$ cat config.mk
export PLATFORM = sky130hd
export DESIGN_NAME = temp_sensor_moving_average_flat
export DESIGN_NICKNAME = d
export VERILOG_FILES = /design/src/hdl/tsma_pkg.sv /design/src/hdl/tsma_stream_if.sv /design/src/hdl/temp_sensor_moving_average.sv /design/src/hdl/tsma_mul.sv /design/src/hdl/tsma_div.sv /design/src/hdl/tsma_ring.sv /design/src/flat_wrapper.sv
export SDC_FILE = /design/constraint.sdc
export NUM_CORES = 1
export LEC_CHECK = 0
export CAP_MARGIN = 20
export CORE_AREA = 8 8 45 47
export CTS_CLUSTER_SIZE = 24
export DETAILED_ROUTE_END_ITERATION = 8
export DIE_AREA = 0 0 53 55
export DONT_BUFFER_PORTS = 1
export SETUP_SLACK_MARGIN = 0.15
export SLEW_MARGIN = 25
export SYNTH_ARGS = -nofsm -noshare
export SYNTH_HDL_FRONTEND = slang
export SYNTH_SLANG_ARGS = --single-unit
$ cat constraint.sdc
create_clock -name clk_i -period 2.45 [get_ports clk_i]
set_input_delay 0.3675 -clock clk_i [delete_from_list [all_inputs] [get_ports clk_i]]
set_output_delay 0.3675 -clock clk_i [all_outputs]
set_load 0.02 [all_outputs]
$ cat src/hdl/tsma_pkg.sv
`timescale 1ns / 1ps
package tsma_pkg;

  localparam int unsigned NowW      = 32;
  localparam int unsigned AdcW      = 10;
  localparam int unsigned IntervalW = 16;
  localparam int unsigned RefW      = 13;
  localparam int unsigned OffsetW   = 10;
  localparam int unsigned TempW     = 16;
  localparam int unsigned ProdW     = AdcW + RefW;
  localparam int unsigned MvW       = 13;
  localparam int unsigned DivW      = 10;
  localparam int unsigned Q8Shift   = 9;
  localparam int unsigned CfgAddrW  = 8;
  localparam int unsigned CfgDataW  = 16;

  localparam int unsigned WindowDefault = 16;

  localparam logic [IntervalW-1:0] IntervalReset = 16'd50;
  localparam logic [RefW-1:0]      RefReset      = 13'd2482;
  localparam logic [OffsetW-1:0]   OffsetReset   = 10'd400;

  // Constant divisors of the two conversion steps and the rounding bias of the second.
  localparam logic [DivW-1:0] AdcFullScale = 10'd1023;
  localparam logic [DivW-1:0] Q8Divisor    = 10'd39;
  localparam logic [ProdW-1:0] RoundBias   = 23'd19;

  // Magnitude limits for saturating to the signed 16-bit range.
  localparam logic [ProdW-1:0] TempMaxMag = 23'd32767;
  localparam logic [ProdW-1:0] TempMinMag = 23'd32768;
  localparam logic [TempW-1:0] TempMax    = 16'h7FFF;
  localparam logic [TempW-1:0] TempMin    = 16'h8000;

  typedef enum logic [CfgAddrW-1:0] {
    CFG_SAMPLE_INTERVAL = 8'd0,
    CFG_REF_MV          = 8'd1,
    CFG_OFFSET_MV       = 8'd2
  } cfg_reg_e;

  typedef struct packed {
    logic [NowW-1:0] now_ms;
    logic [AdcW-1:0] adc_sample;
  } in_item_t;

  typedef struct packed {
    logic                    sampled;
    logic signed [TempW-1:0] avg_temp_q8;
    logic                    window_done;
  } out_item_t;

  typedef struct packed {
    logic [CfgAddrW-1:0] addr;
    logic [CfgDataW-1:0] wdata;
  } cfg_item_t;

  typedef struct packed {
    logic signed [TempW-1:0] avg_temp_q8;
    logic                    window_done;
  } ring_status_t;

endpackage

$ cat src/hdl/tsma_stream_if.sv
`timescale 1ns / 1ps
interface tsma_stream_if #(
  parameter type T = logic
);
  logic valid;
  logic ready;
  T     data;

  modport source (output valid, output data, input ready);
  modport sink (input valid, input data, output ready);
endinterface

$ cat src/hdl/temp_sensor_moving_average.sv
`timescale 1ns / 1ps
// Temperature averager: every input transaction carries a millisecond time and
// a raw 10-bit reading and yields exactly one result transaction. A reading is
// taken as a sample when the wrapped time since the last sample exceeds the
// sample interval; it is scaled to millivolts, converted to Q8 degrees Celsius
// and pushed into a WINDOW-entry ring whose running sum, shifted right by
// floor(log2 WINDOW), is the reported average. Items are handled one at a
// time. An item that is not sampled goes straight to the emit state, which
// loads its result into the output register once that register is free. A
// sampled item first goes through the bit-serial multiplier, then twice
// through the single bit-serial divider (millivolts, then Q8 degrees) and
// updates the ring. The next item is accepted as soon as the result is in
// the output register, even if that result is still waiting.
// Configuration writes are always accepted and take effect at once; the
// register index selects sample interval, reference millivolts or offset.
module temp_sensor_moving_average #(
  parameter int unsigned WINDOW = tsma_pkg::WindowDefault
) (
  input  logic          clk_i,
  input  logic          rst_ni,
  tsma_stream_if.sink   in_i,
  tsma_stream_if.source out_o,
  tsma_stream_if.sink   cfg_i
);
  localparam int unsigned DiffW = tsma_pkg::MvW + 2;

  typedef enum logic [4:0] {
    ST_IDLE   = 5'b00001,
    ST_MUL    = 5'b00010,
    ST_DIV_MV = 5'b00100,
    ST_DIV_T  = 5'b01000,
    ST_EMIT   = 5'b10000
  } state_e;

  state_e state_q, state_d;

  logic                  in_valid, in_ready;
  tsma_pkg::in_item_t    in_item;
  logic                  out_valid, out_ready;
  tsma_pkg::out_item_t   out_item;
  logic                  cfg_valid, cfg_ready;
  tsma_pkg::cfg_item_t   cfg_item;

  logic [tsma_pkg::IntervalW-1:0] interval_q;
  logic [tsma_pkg::RefW-1:0]      ref_q;
  logic [tsma_pkg::OffsetW-1:0]   offset_q;
  logic [tsma_pkg::NowW-1:0]      last_q;
  logic                           samp_q, samp_d;
  logic                           neg_q, neg_d;
  logic                           out_valid_q, out_valid_d;
  tsma_pkg::out_item_t            out_data_q;

  logic                           in_accept;
  logic [tsma_pkg::NowW-1:0]      elapsed;
  logic                           take_sample;
  logic                           out_load;

  logic                           mul_start, mul_done;
  logic [tsma_pkg::ProdW-1:0]     product;
  logic                           div_start, div_done;
  logic [tsma_pkg::ProdW-1:0]     div_dividend, quotient;
  logic [tsma_pkg::DivW-1:0]      div_divisor;

  logic signed [DiffW-1:0]        mv_diff;
  logic [DiffW-1:0]               mv_abs;
  logic [tsma_pkg::ProdW-1:0]     scaled_mag;
  logic signed [tsma_pkg::TempW-1:0] temp_q8;
  logic                           ring_upd;
  tsma_pkg::ring_status_t         ring_status;

  assign in_valid     = in_i.valid;
  assign in_item      = in_i.data;
  assign in_i.ready   = in_ready;
  assign out_ready    = out_o.ready;
  assign out_o.valid  = out_valid;
  assign out_o.data   = out_item;
  assign cfg_valid    = cfg_i.valid;
  assign cfg_item     = cfg_i.data;
  assign cfg_i.ready  = cfg_ready;

  assign cfg_ready = 1'b1;
  assign in_ready  = (state_q == ST_IDLE);
  assign in_accept = in_valid && in_ready;

  // Wrapping difference; the interval compare is strict.
  assign elapsed     = in_item.now_ms - last_q;
  assign take_sample = elapsed > {{(tsma_pkg::NowW - tsma_pkg::IntervalW){1'b0}}, interval_q};

  // Millivolts minus offset, then |diff| * 512 + 19 for round-to-nearest by 39.
  assign mv_diff = {2'b00, quotient[tsma_pkg::MvW-1:0]}
                 - {{(DiffW - tsma_pkg::OffsetW){1'b0}}, offset_q};
  assign mv_abs  = mv_diff[DiffW-1] ? -mv_diff : mv_diff;
  assign scaled_mag = {{(tsma_pkg::ProdW - tsma_pkg::MvW - tsma_pkg::Q8Shift){1'b0}},
                       mv_abs[tsma_pkg::MvW-1:0], {tsma_pkg::Q8Shift{1'b0}}}
                    + tsma_pkg::RoundBias;

  // Apply the sign and saturate to the signed 16-bit range.
  always_comb begin
    if (neg_q) begin
      temp_q8 = (quotient > tsma_pkg::TempMinMag) ? tsma_pkg::TempMin
                                                  : -quotient[tsma_pkg::TempW-1:0];
    end else begin
      temp_q8 = (quotient > tsma_pkg::TempMaxMag) ? tsma_pkg::TempMax
                                                  : quotient[tsma_pkg::TempW-1:0];
    end
  end

  always_comb begin
    state_d      = state_q;
    samp_d       = samp_q;
    neg_d        = neg_q;
    mul_start    = 1'b0;
    div_start    = 1'b0;
    div_dividend = product;
    div_divisor  = tsma_pkg::AdcFullScale;
    ring_upd     = 1'b0;
    out_load     = 1'b0;
    case (state_q)
      ST_IDLE: begin
        if (in_accept) begin
          samp_d    = take_sample;
          mul_start = take_sample;
          state_d   = take_sample ? ST_MUL : ST_EMIT;
        end
      end
      ST_MUL: begin
        if (mul_done) begin
          div_start = 1'b1;
          state_d   = ST_DIV_MV;
        end
      end
      ST_DIV_MV: begin
        if (div_done) begin
          div_start    = 1'b1;
          div_dividend = scaled_mag;
          div_divisor  = tsma_pkg::Q8Divisor;
          neg_d        = mv_diff[DiffW-1];
          state_d      = ST_DIV_T;
        end
      end
      ST_DIV_T: begin
        div_divisor = tsma_pkg::Q8Divisor;
        if (div_done) begin
          ring_upd = 1'b1;
          state_d  = ST_EMIT;
        end
      end
      ST_EMIT: begin
        if (!out_valid_q || out_ready) begin
          out_load = 1'b1;
          state_d  = ST_IDLE;
        end
      end
      default: begin
        state_d = ST_IDLE;
      end
    endcase
  end

  always_comb begin
    out_valid_d = out_valid_q;
    if (out_load) begin
      out_valid_d = 1'b1;
    end else if (out_ready) begin
      out_valid_d = 1'b0;
    end
  end

  always_ff @(posedge clk_i or negedge rst_ni) begin
    if (!rst_ni) begin
      state_q     <= ST_IDLE;
      samp_q      <= 1'b0;
      neg_q       <= 1'b0;
      out_valid_q <= 1'b0;
      last_q      <= '0;
      interval_q  <= tsma_pkg::IntervalReset;
      ref_q       <= tsma_pkg::RefReset;
      offset_q    <= tsma_pkg::OffsetReset;
    end else begin
      state_q     <= state_d;
      samp_q      <= samp_d;
      neg_q       <= neg_d;
      out_valid_q <= out_valid_d;
      if (in_accept && take_sample) begin
        last_q <= in_item.now_ms;
      end
      if (cfg_valid && cfg_ready) begin
        case (cfg_item.addr)
          tsma_pkg::CFG_SAMPLE_INTERVAL: interval_q <= cfg_item.wdata[tsma_pkg::IntervalW-1:0];
          tsma_pkg::CFG_REF_MV:          ref_q      <= cfg_item.wdata[tsma_pkg::RefW-1:0];
          tsma_pkg::CFG_OFFSET_MV:       offset_q   <= cfg_item.wdata[tsma_pkg::OffsetW-1:0];
          default: begin
          end
        endcase
      end
    end
  end

  always_ff @(posedge clk_i) begin
    if (out_load) begin
      out_data_q.sampled     <= samp_q;
      out_data_q.avg_temp_q8 <= ring_status.avg_temp_q8;
      out_data_q.window_done <= samp_q && ring_status.window_done;
    end
  end

  assign out_valid = out_valid_q;
  assign out_item  = out_data_q;

  tsma_mul u_mul (
    .clk_i     (clk_i),
    .rst_ni    (rst_ni),
    .start_i   (mul_start),
    .adc_i     (in_item.adc_sample),
    .ref_i     (ref_q),
    .done_o    (mul_done),
    .product_o (product)
  );

  tsma_div u_div (
    .clk_i      (clk_i),
    .rst_ni     (rst_ni),
    .start_i    (div_start),
    .dividend_i (div_dividend),
    .divisor_i  (div_divisor),
    .done_o     (div_done),
    .quotient_o (quotient)
  );

  tsma_ring #(
    .WINDOW (WINDOW)
  ) u_ring (
    .clk_i    (clk_i),
    .rst_ni   (rst_ni),
    .upd_i    (ring_upd),
    .temp_i   (temp_q8),
    .status_o (ring_status)
  );
endmodule

$ cat src/hdl/tsma_mul.sv
`timescale 1ns / 1ps
// Shift-add multiplier: one multiplier bit per cycle, so only a RefW-bit adder.
module tsma_mul (
  input  logic                         clk_i,
  input  logic                         rst_ni,
  input  logic                         start_i,
  input  logic [tsma_pkg::AdcW-1:0]    adc_i,
  input  logic [tsma_pkg::RefW-1:0]    ref_i,
  output logic                         done_o,
  output logic [tsma_pkg::ProdW-1:0]   product_o
);
  localparam int unsigned CntW = $clog2(tsma_pkg::AdcW);

  logic                       busy_q, busy_d;
  logic                       done_q, done_d;
  logic [CntW-1:0]            cnt_q, cnt_d;
  logic [tsma_pkg::ProdW-1:0] p_q, p_d;
  logic [tsma_pkg::RefW:0]    hi_sum;

  // The upper part accumulates while the low part shifts out multiplier bits.
  always_comb begin
    hi_sum = {1'b0, p_q[tsma_pkg::ProdW-1:tsma_pkg::AdcW]};
    if (p_q[0]) begin
      hi_sum = hi_sum + {1'b0, ref_i};
    end
  end

  always_comb begin
    busy_d = busy_q;
    done_d = 1'b0;
    cnt_d  = cnt_q;
    p_d    = p_q;
    if (start_i) begin
      busy_d = 1'b1;
      cnt_d  = '0;
      p_d    = {{tsma_pkg::RefW{1'b0}}, adc_i};
    end else if (busy_q) begin
      p_d   = {hi_sum, p_q[tsma_pkg::AdcW-1:1]};
      cnt_d = cnt_q + 1'b1;
      if (cnt_q == CntW'(tsma_pkg::AdcW - 1)) begin
        busy_d = 1'b0;
        done_d = 1'b1;
      end
    end
  end

  always_ff @(posedge clk_i or negedge rst_ni) begin
    if (!rst_ni) begin
      busy_q <= 1'b0;
      done_q <= 1'b0;
      cnt_q  <= '0;
    end else begin
      busy_q <= busy_d;
      done_q <= done_d;
      cnt_q  <= cnt_d;
    end
  end

  always_ff @(posedge clk_i) begin
    p_q <= p_d;
  end

  assign done_o    = done_q;
  assign product_o = p_q;
endmodule

$ cat src/hdl/tsma_div.sv
`timescale 1ns / 1ps
// Restoring divider, one quotient bit per cycle. The remainder stays below the
// divisor, so it never needs more than DivW bits.
module tsma_div (
  input  logic                        clk_i,
  input  logic                        rst_ni,
  input  logic                        start_i,
  input  logic [tsma_pkg::ProdW-1:0]  dividend_i,
  input  logic [tsma_pkg::DivW-1:0]   divisor_i,
  output logic                        done_o,
  output logic [tsma_pkg::ProdW-1:0]  quotient_o
);
  localparam int unsigned CntW = $clog2(tsma_pkg::ProdW);

  logic                       busy_q, busy_d;
  logic                       done_q, done_d;
  logic [CntW-1:0]            cnt_q, cnt_d;
  logic [tsma_pkg::DivW-1:0]  rem_q, rem_d;
  logic [tsma_pkg::ProdW-1:0] quo_q, quo_d;
  logic [tsma_pkg::DivW:0]    trial;
  logic [tsma_pkg::DivW:0]    trial_sub;
  logic                       fits;

  assign trial     = {rem_q, quo_q[tsma_pkg::ProdW-1]};
  assign trial_sub = trial - {1'b0, divisor_i};
  assign fits      = trial >= {1'b0, divisor_i};

  always_comb begin
    busy_d = busy_q;
    done_d = 1'b0;
    cnt_d  = cnt_q;
    rem_d  = rem_q;
    quo_d  = quo_q;
    if (start_i) begin
      busy_d = 1'b1;
      cnt_d  = '0;
      rem_d  = '0;
      quo_d  = dividend_i;
    end else if (busy_q) begin
      rem_d = fits ? trial_sub[tsma_pkg::DivW-1:0] : trial[tsma_pkg::DivW-1:0];
      quo_d = {quo_q[tsma_pkg::ProdW-2:0], fits};
      cnt_d = cnt_q + 1'b1;
      if (cnt_q == CntW'(tsma_pkg::ProdW - 1)) begin
        busy_d = 1'b0;
        done_d = 1'b1;
      end
    end
  end

  always_ff @(posedge clk_i or negedge rst_ni) begin
    if (!rst_ni) begin
      busy_q <= 1'b0;
      done_q <= 1'b0;
      cnt_q  <= '0;
    end else begin
      busy_q <= busy_d;
      done_q <= done_d;
      cnt_q  <= cnt_d;
    end
  end

  always_ff @(posedge clk_i) begin
    rem_q <= rem_d;
    quo_q <= quo_d;
  end

  assign done_o     = done_q;
  assign quotient_o = quo_q;
endmodule

$ cat src/hdl/tsma_ring.sv
`timescale 1ns / 1ps
// Sample ring with running sum. Entries that were never written read as zero
// through their valid bits.
module tsma_ring #(
  parameter int unsigned WINDOW = tsma_pkg::WindowDefault
) (
  input  logic                               clk_i,
  input  logic                               rst_ni,
  input  logic                               upd_i,
  input  logic signed [tsma_pkg::TempW-1:0]  temp_i,
  output tsma_pkg::ring_status_t             status_o
);
  localparam int unsigned PosW  = (WINDOW > 1) ? $clog2(WINDOW) : 1;
  localparam int unsigned CntW  = $clog2(WINDOW + 1);
  localparam int unsigned SumW  = tsma_pkg::TempW + CntW;
  localparam int unsigned Shift = $clog2(WINDOW + 1) - 1;

  logic [tsma_pkg::TempW-1:0] mem [WINDOW];
  logic [tsma_pkg::TempW-1:0] rd_q;
  logic [WINDOW-1:0]          valid_q, valid_d;
  logic [PosW-1:0]            pos_q, pos_d;
  logic [CntW-1:0]            cnt_q, cnt_d;
  logic signed [SumW-1:0]     sum_q, sum_d;
  logic                       done_q, done_d;
  logic [tsma_pkg::TempW-1:0] old_entry;
  logic signed [SumW-1:0]     sum_shifted;

  // The read address only moves on an update, and updates are far apart, so
  // rd_q always holds the entry about to be replaced.
  always_ff @(posedge clk_i) begin
    if (upd_i) begin
      mem[pos_q] <= temp_i;
    end
    rd_q <= mem[pos_q];
  end

  assign old_entry = valid_q[pos_q] ? rd_q : '0;

  always_comb begin
    valid_d = valid_q;
    pos_d   = pos_q;
    cnt_d   = cnt_q;
    sum_d   = sum_q;
    done_d  = done_q;
    if (upd_i) begin
      valid_d[pos_q] = 1'b1;
      pos_d = (pos_q == PosW'(WINDOW - 1)) ? '0 : pos_q + 1'b1;
      sum_d = sum_q
            + {{(SumW - tsma_pkg::TempW){temp_i[tsma_pkg::TempW-1]}}, temp_i}
            - {{(SumW - tsma_pkg::TempW){old_entry[tsma_pkg::TempW-1]}}, old_entry};
      if (cnt_q < CntW'(WINDOW)) begin
        cnt_d  = cnt_q + 1'b1;
        done_d = 1'b0;
      end else begin
        cnt_d  = '0;
        done_d = 1'b1;
      end
    end
  end

  always_ff @(posedge clk_i or negedge rst_ni) begin
    if (!rst_ni) begin
      valid_q <= '0;
      pos_q   <= '0;
      cnt_q   <= '0;
      sum_q   <= '0;
      done_q  <= 1'b0;
    end else begin
      valid_q <= valid_d;
      pos_q   <= pos_d;
      cnt_q   <= cnt_d;
      sum_q   <= sum_d;
      done_q  <= done_d;
    end
  end

  assign sum_shifted          = sum_q >>> Shift;
  assign status_o.avg_temp_q8 = sum_shifted[tsma_pkg::TempW-1:0];
  assign status_o.window_done = done_q;
endmodule

$ cat src/flat_wrapper.sv
// flat-port wrapper written by rule: the top's interface ports become plain ports
module temp_sensor_moving_average_flat 
#(
  parameter int unsigned WINDOW = tsma_pkg::WindowDefault
)
  (clk_i, rst_ni, in_i_valid, in_i_data, in_i_ready, out_o_valid, out_o_data, out_o_ready, cfg_i_valid, cfg_i_data, cfg_i_ready);
  tsma_stream_if in_i_i ();
  tsma_stream_if out_o_i ();
  tsma_stream_if cfg_i_i ();
  input  logic clk_i;
  input  logic rst_ni;
  input wire logic [$bits(in_i_i.valid)-1:0] in_i_valid;
  input wire logic [$bits(in_i_i.data)-1:0] in_i_data;
  output wire logic [$bits(in_i_i.ready)-1:0] in_i_ready;
  output wire logic [$bits(out_o_i.valid)-1:0] out_o_valid;
  output wire logic [$bits(out_o_i.data)-1:0] out_o_data;
  input wire logic [$bits(out_o_i.ready)-1:0] out_o_ready;
  input wire logic [$bits(cfg_i_i.valid)-1:0] cfg_i_valid;
  input wire logic [$bits(cfg_i_i.data)-1:0] cfg_i_data;
  output wire logic [$bits(cfg_i_i.ready)-1:0] cfg_i_ready;
  assign in_i_i.valid = in_i_valid;
  assign in_i_i.data = in_i_data;
  assign in_i_ready = in_i_i.ready;
  assign out_o_valid = out_o_i.valid;
  assign out_o_data = out_o_i.data;
  assign out_o_i.ready = out_o_ready;
  assign cfg_i_i.valid = cfg_i_valid;
  assign cfg_i_i.data = cfg_i_data;
  assign cfg_i_ready = cfg_i_i.ready;
  temp_sensor_moving_average #(.WINDOW(WINDOW)) u_core (.clk_i(clk_i), .rst_ni(rst_ni), .in_i(in_i_i), .out_o(out_o_i), .cfg_i(cfg_i_i));
endmodule
==> results.ini <==
[setup_path]
startpoint = u_core.state_q[0]
reg2reg_from = u_core.state_q[3]
cp_top_family = flip-flops
reg2reg_slack_ns = 1.25
worst-r2r-cell-count = 3
cp.required_ns = 2.08
cpMaxStageDelayCell = dfstp_2
critPathBufInv = 1
path_depth = 2
cp_max_fo = 8
endpoint = in_i_ready
reg2reg_to = u_core.u_div.cnt_q[1]
worstSetupPathType = reg2out
crit_path_end_kind = output pin
critPathArrivalTime_ns = 1.30
critPathLaunchType = flop
crit_chain = nor4b_1, buf_4
cpPeakStageDelay_ns = 0.59

[yosys]
syn_nets = 73
synth_cells = 64
synth_top_cell_area_share_pct = 42.6
syn_area_sq_um = 647
synth-simple-area-share_pct = 26.5
synthDistinctLibCells = 29
synthAdderAreaFrac_pct = 3.87
yosys_register_bits = 12
synth_area_leaders = dfrtp_1 43%, nor2_1 4.6%, dfstp_2 4.1%
synth_xor_xnor_area_share_pct = 5.42
yosysSeqAreaShare_pct = 46.6
synth_top_family_by_area = simple AND/OR/NAND/NOR gates
synth_compound_gate_area_share_pct = 7.93
syn_avg_cell_area_sq_um = 10.1
synthMuxAreaShare_pct = 1.55
synth_warnings = 0
yosys.area.top_type = dfrtp_1

[sta]
relSlewSlack_pct = 65.0
tightest_slew_ns = 0.524
rsz0062_at_grt = no
fin_skew_ns = 0.00866
setup_viol = 0
hold_viol = 0
drv_slew = 0
setup_tns_ns = 0
clock.fmax_ghz = 0.601
period_share_pct = 67.9
period_minus_slack_ns = 1.66

[routing]
first_pass_iters = 4
wl_mm = 1.08
wl_per_cell_um = 13.5
first_iter_violations = 5
drtAntennaViolNets = 0
viasPerCell = 5.40
drc = 0
num_vias = 432

[cells_and_area]
final_cell_mix = 11 x dfrtp_1, 8 x nor2_1
fill_cells = 132
drive_gt1_share_pct = 10.9
final_common_cell = dfrtp_1
synthToLayoutAreaGrowth_pct = 4.06
fin_nets = 74
antenna_cells = 0
multi_input_area_sq_um = 300
register_area_sq_um = 302
fin_util_pct = 48.6

[hold_path]
hold_path.startpoint = in_i_valid
min_path_type = in2reg

[cts]
postCtsSetupBuffers = 0
cts_sinks = 12
clock_latency_ns = 0.27
clk_pin_slew_ns = 0.06
numCtsBuffers = 3
cts_resized = 0
ctsLongestPathBuffers = 2
cts_max_level = 1
root_buffer = clkbuf_4
cts_tree = done

[power_and_ir_drop]
ir_worst_vdd_uv = 224
power.leakage_uw = 0.000317
powerDensity_nw_per_um2 = 556

[grt]
grt_overflow = 0
grt_pass1_wl_mm = 1.80
groute.usage.overall_pct = 8.55
grt_antenna_before_repair = 0
grt_max_degree = 13
grt_pass1_vias = 451

[floorplan]
coreArea_sq_um = 1380
dieArea_sq_um = 2920
std_cell_rows = 14
die_h_um = 55
io-pin-count = 11
start_util_pct = 46.7
die_w_um = 53

[flow_run]
maxCapViolCount = 0

[place]
gp_congestion = 0.673
portBuffers = 0
dp_hpwl_um = 769

[outcome]
status = finished, final reports clean

logic make-up after synthesis:
logic type               Yosys count
AND/OR/NAND/NOR                   27
multiplexers                       1
other                              2
AO/OA/AOI/OAI                      8
XOR/XNOR                           4
flip-flops                        12
adder cells (fa/ha/maj)            2
buffers and inverters              8
cell usage after synthesis, drive strengths merged:
library cell / instances
nand2b: 1
a21o: 2
dfrtp: 11
inv: 2
nor3: 3
a2bb2oi: 1
nand4b: 1
o31ai: 1
nor4b: 1
ha: 2
and3b: 1
nand2: 3
nand3b: 2
conb: 2
buf: 6
xor2: 3
o21ai: 3
nor2b: 1
xnor2: 1
dfstp: 1
and4b: 1
or3b: 1
a21oi: 1
mux2i: 1
nand4: 2
nor2: 8
nor4bb: 2
what timing repair did:
action / CTS / global route
hold buffers: 1 / 0
endpoints found under the hold margin: 12 / 0
endpoints found under the setup margin: 0 / 0
flip-flops by register name, summed over array words and instances (netlist names):
register and cells:
u_core.out_o.valid 1, u_core.u_div.busy_q 1, u_core.u_div.done_o 1, u_core.state_q 4, u_core.u_div.cnt_q 5
final cells by class:
cell class	count	area share [%]
multi-input cells	44	44.6
clock buffers	4	3.90
well taps	16	2.97
inverters	2	1.12
repair buffers	2	2.60
flip-flops and latches	12	44.8
layer usage:
layer  GRT usage, %  up-vias  share of wire [%]
met5              0        -                  0
met4           7.76        0                3.3
met3           2.94        4                6.8
met2           14.5        8                 46
met1           8.11      205                 44
li1               -      215                  -
power by group:
part	leakage, uW	internal (uW)	switching, uW
Combinational	0.000139	14.8	17.4
Clock	0.0000150	63.0	61.4
Sequential	0.000163	206	12.0
worst min path at each step:
| stage | slack (ns) | cells past startpoint | end |
|---|---|---|---|
| after global placement | 0.07 | 0 | u_core.u_div.cnt_q[0] |
| after global routing | 0.14 | 1 | u_core.state_q[0] |
| after CTS | 0.15 | 1 | u_core.state_q[0] |
| after floorplan | 0.07 | 0 | u_core.out_o.valid |
| after detailed placement | 0.07 | 0 | u_core.u_div.cnt_q[0] |
| final | 0.15 | 1 | u_core.state_q[0] |
stage by stage:
stage | power, uW | worst slack, ns | cell area (sq um) | instances | hold WS (ns)
2_1_floorplan | 243 | 0.723 | 647 | 64 | 0.0719
3_3_place_gp | 249 | 1.07 | 637 | 75 | 0.0723
3_5_place_dp | 250 | 1.08 | 637 | 75 | 0.0722
4_1_cts | 383 | 0.763 | 673 | 80 | 0.145
5_1_grt | 398 | 0.737 | 673 | 80 | 0.136
6_report | 374 | 0.787 | 673 | 80 | 0.152
No activity file was read; power rests on OpenSTA's default activity.
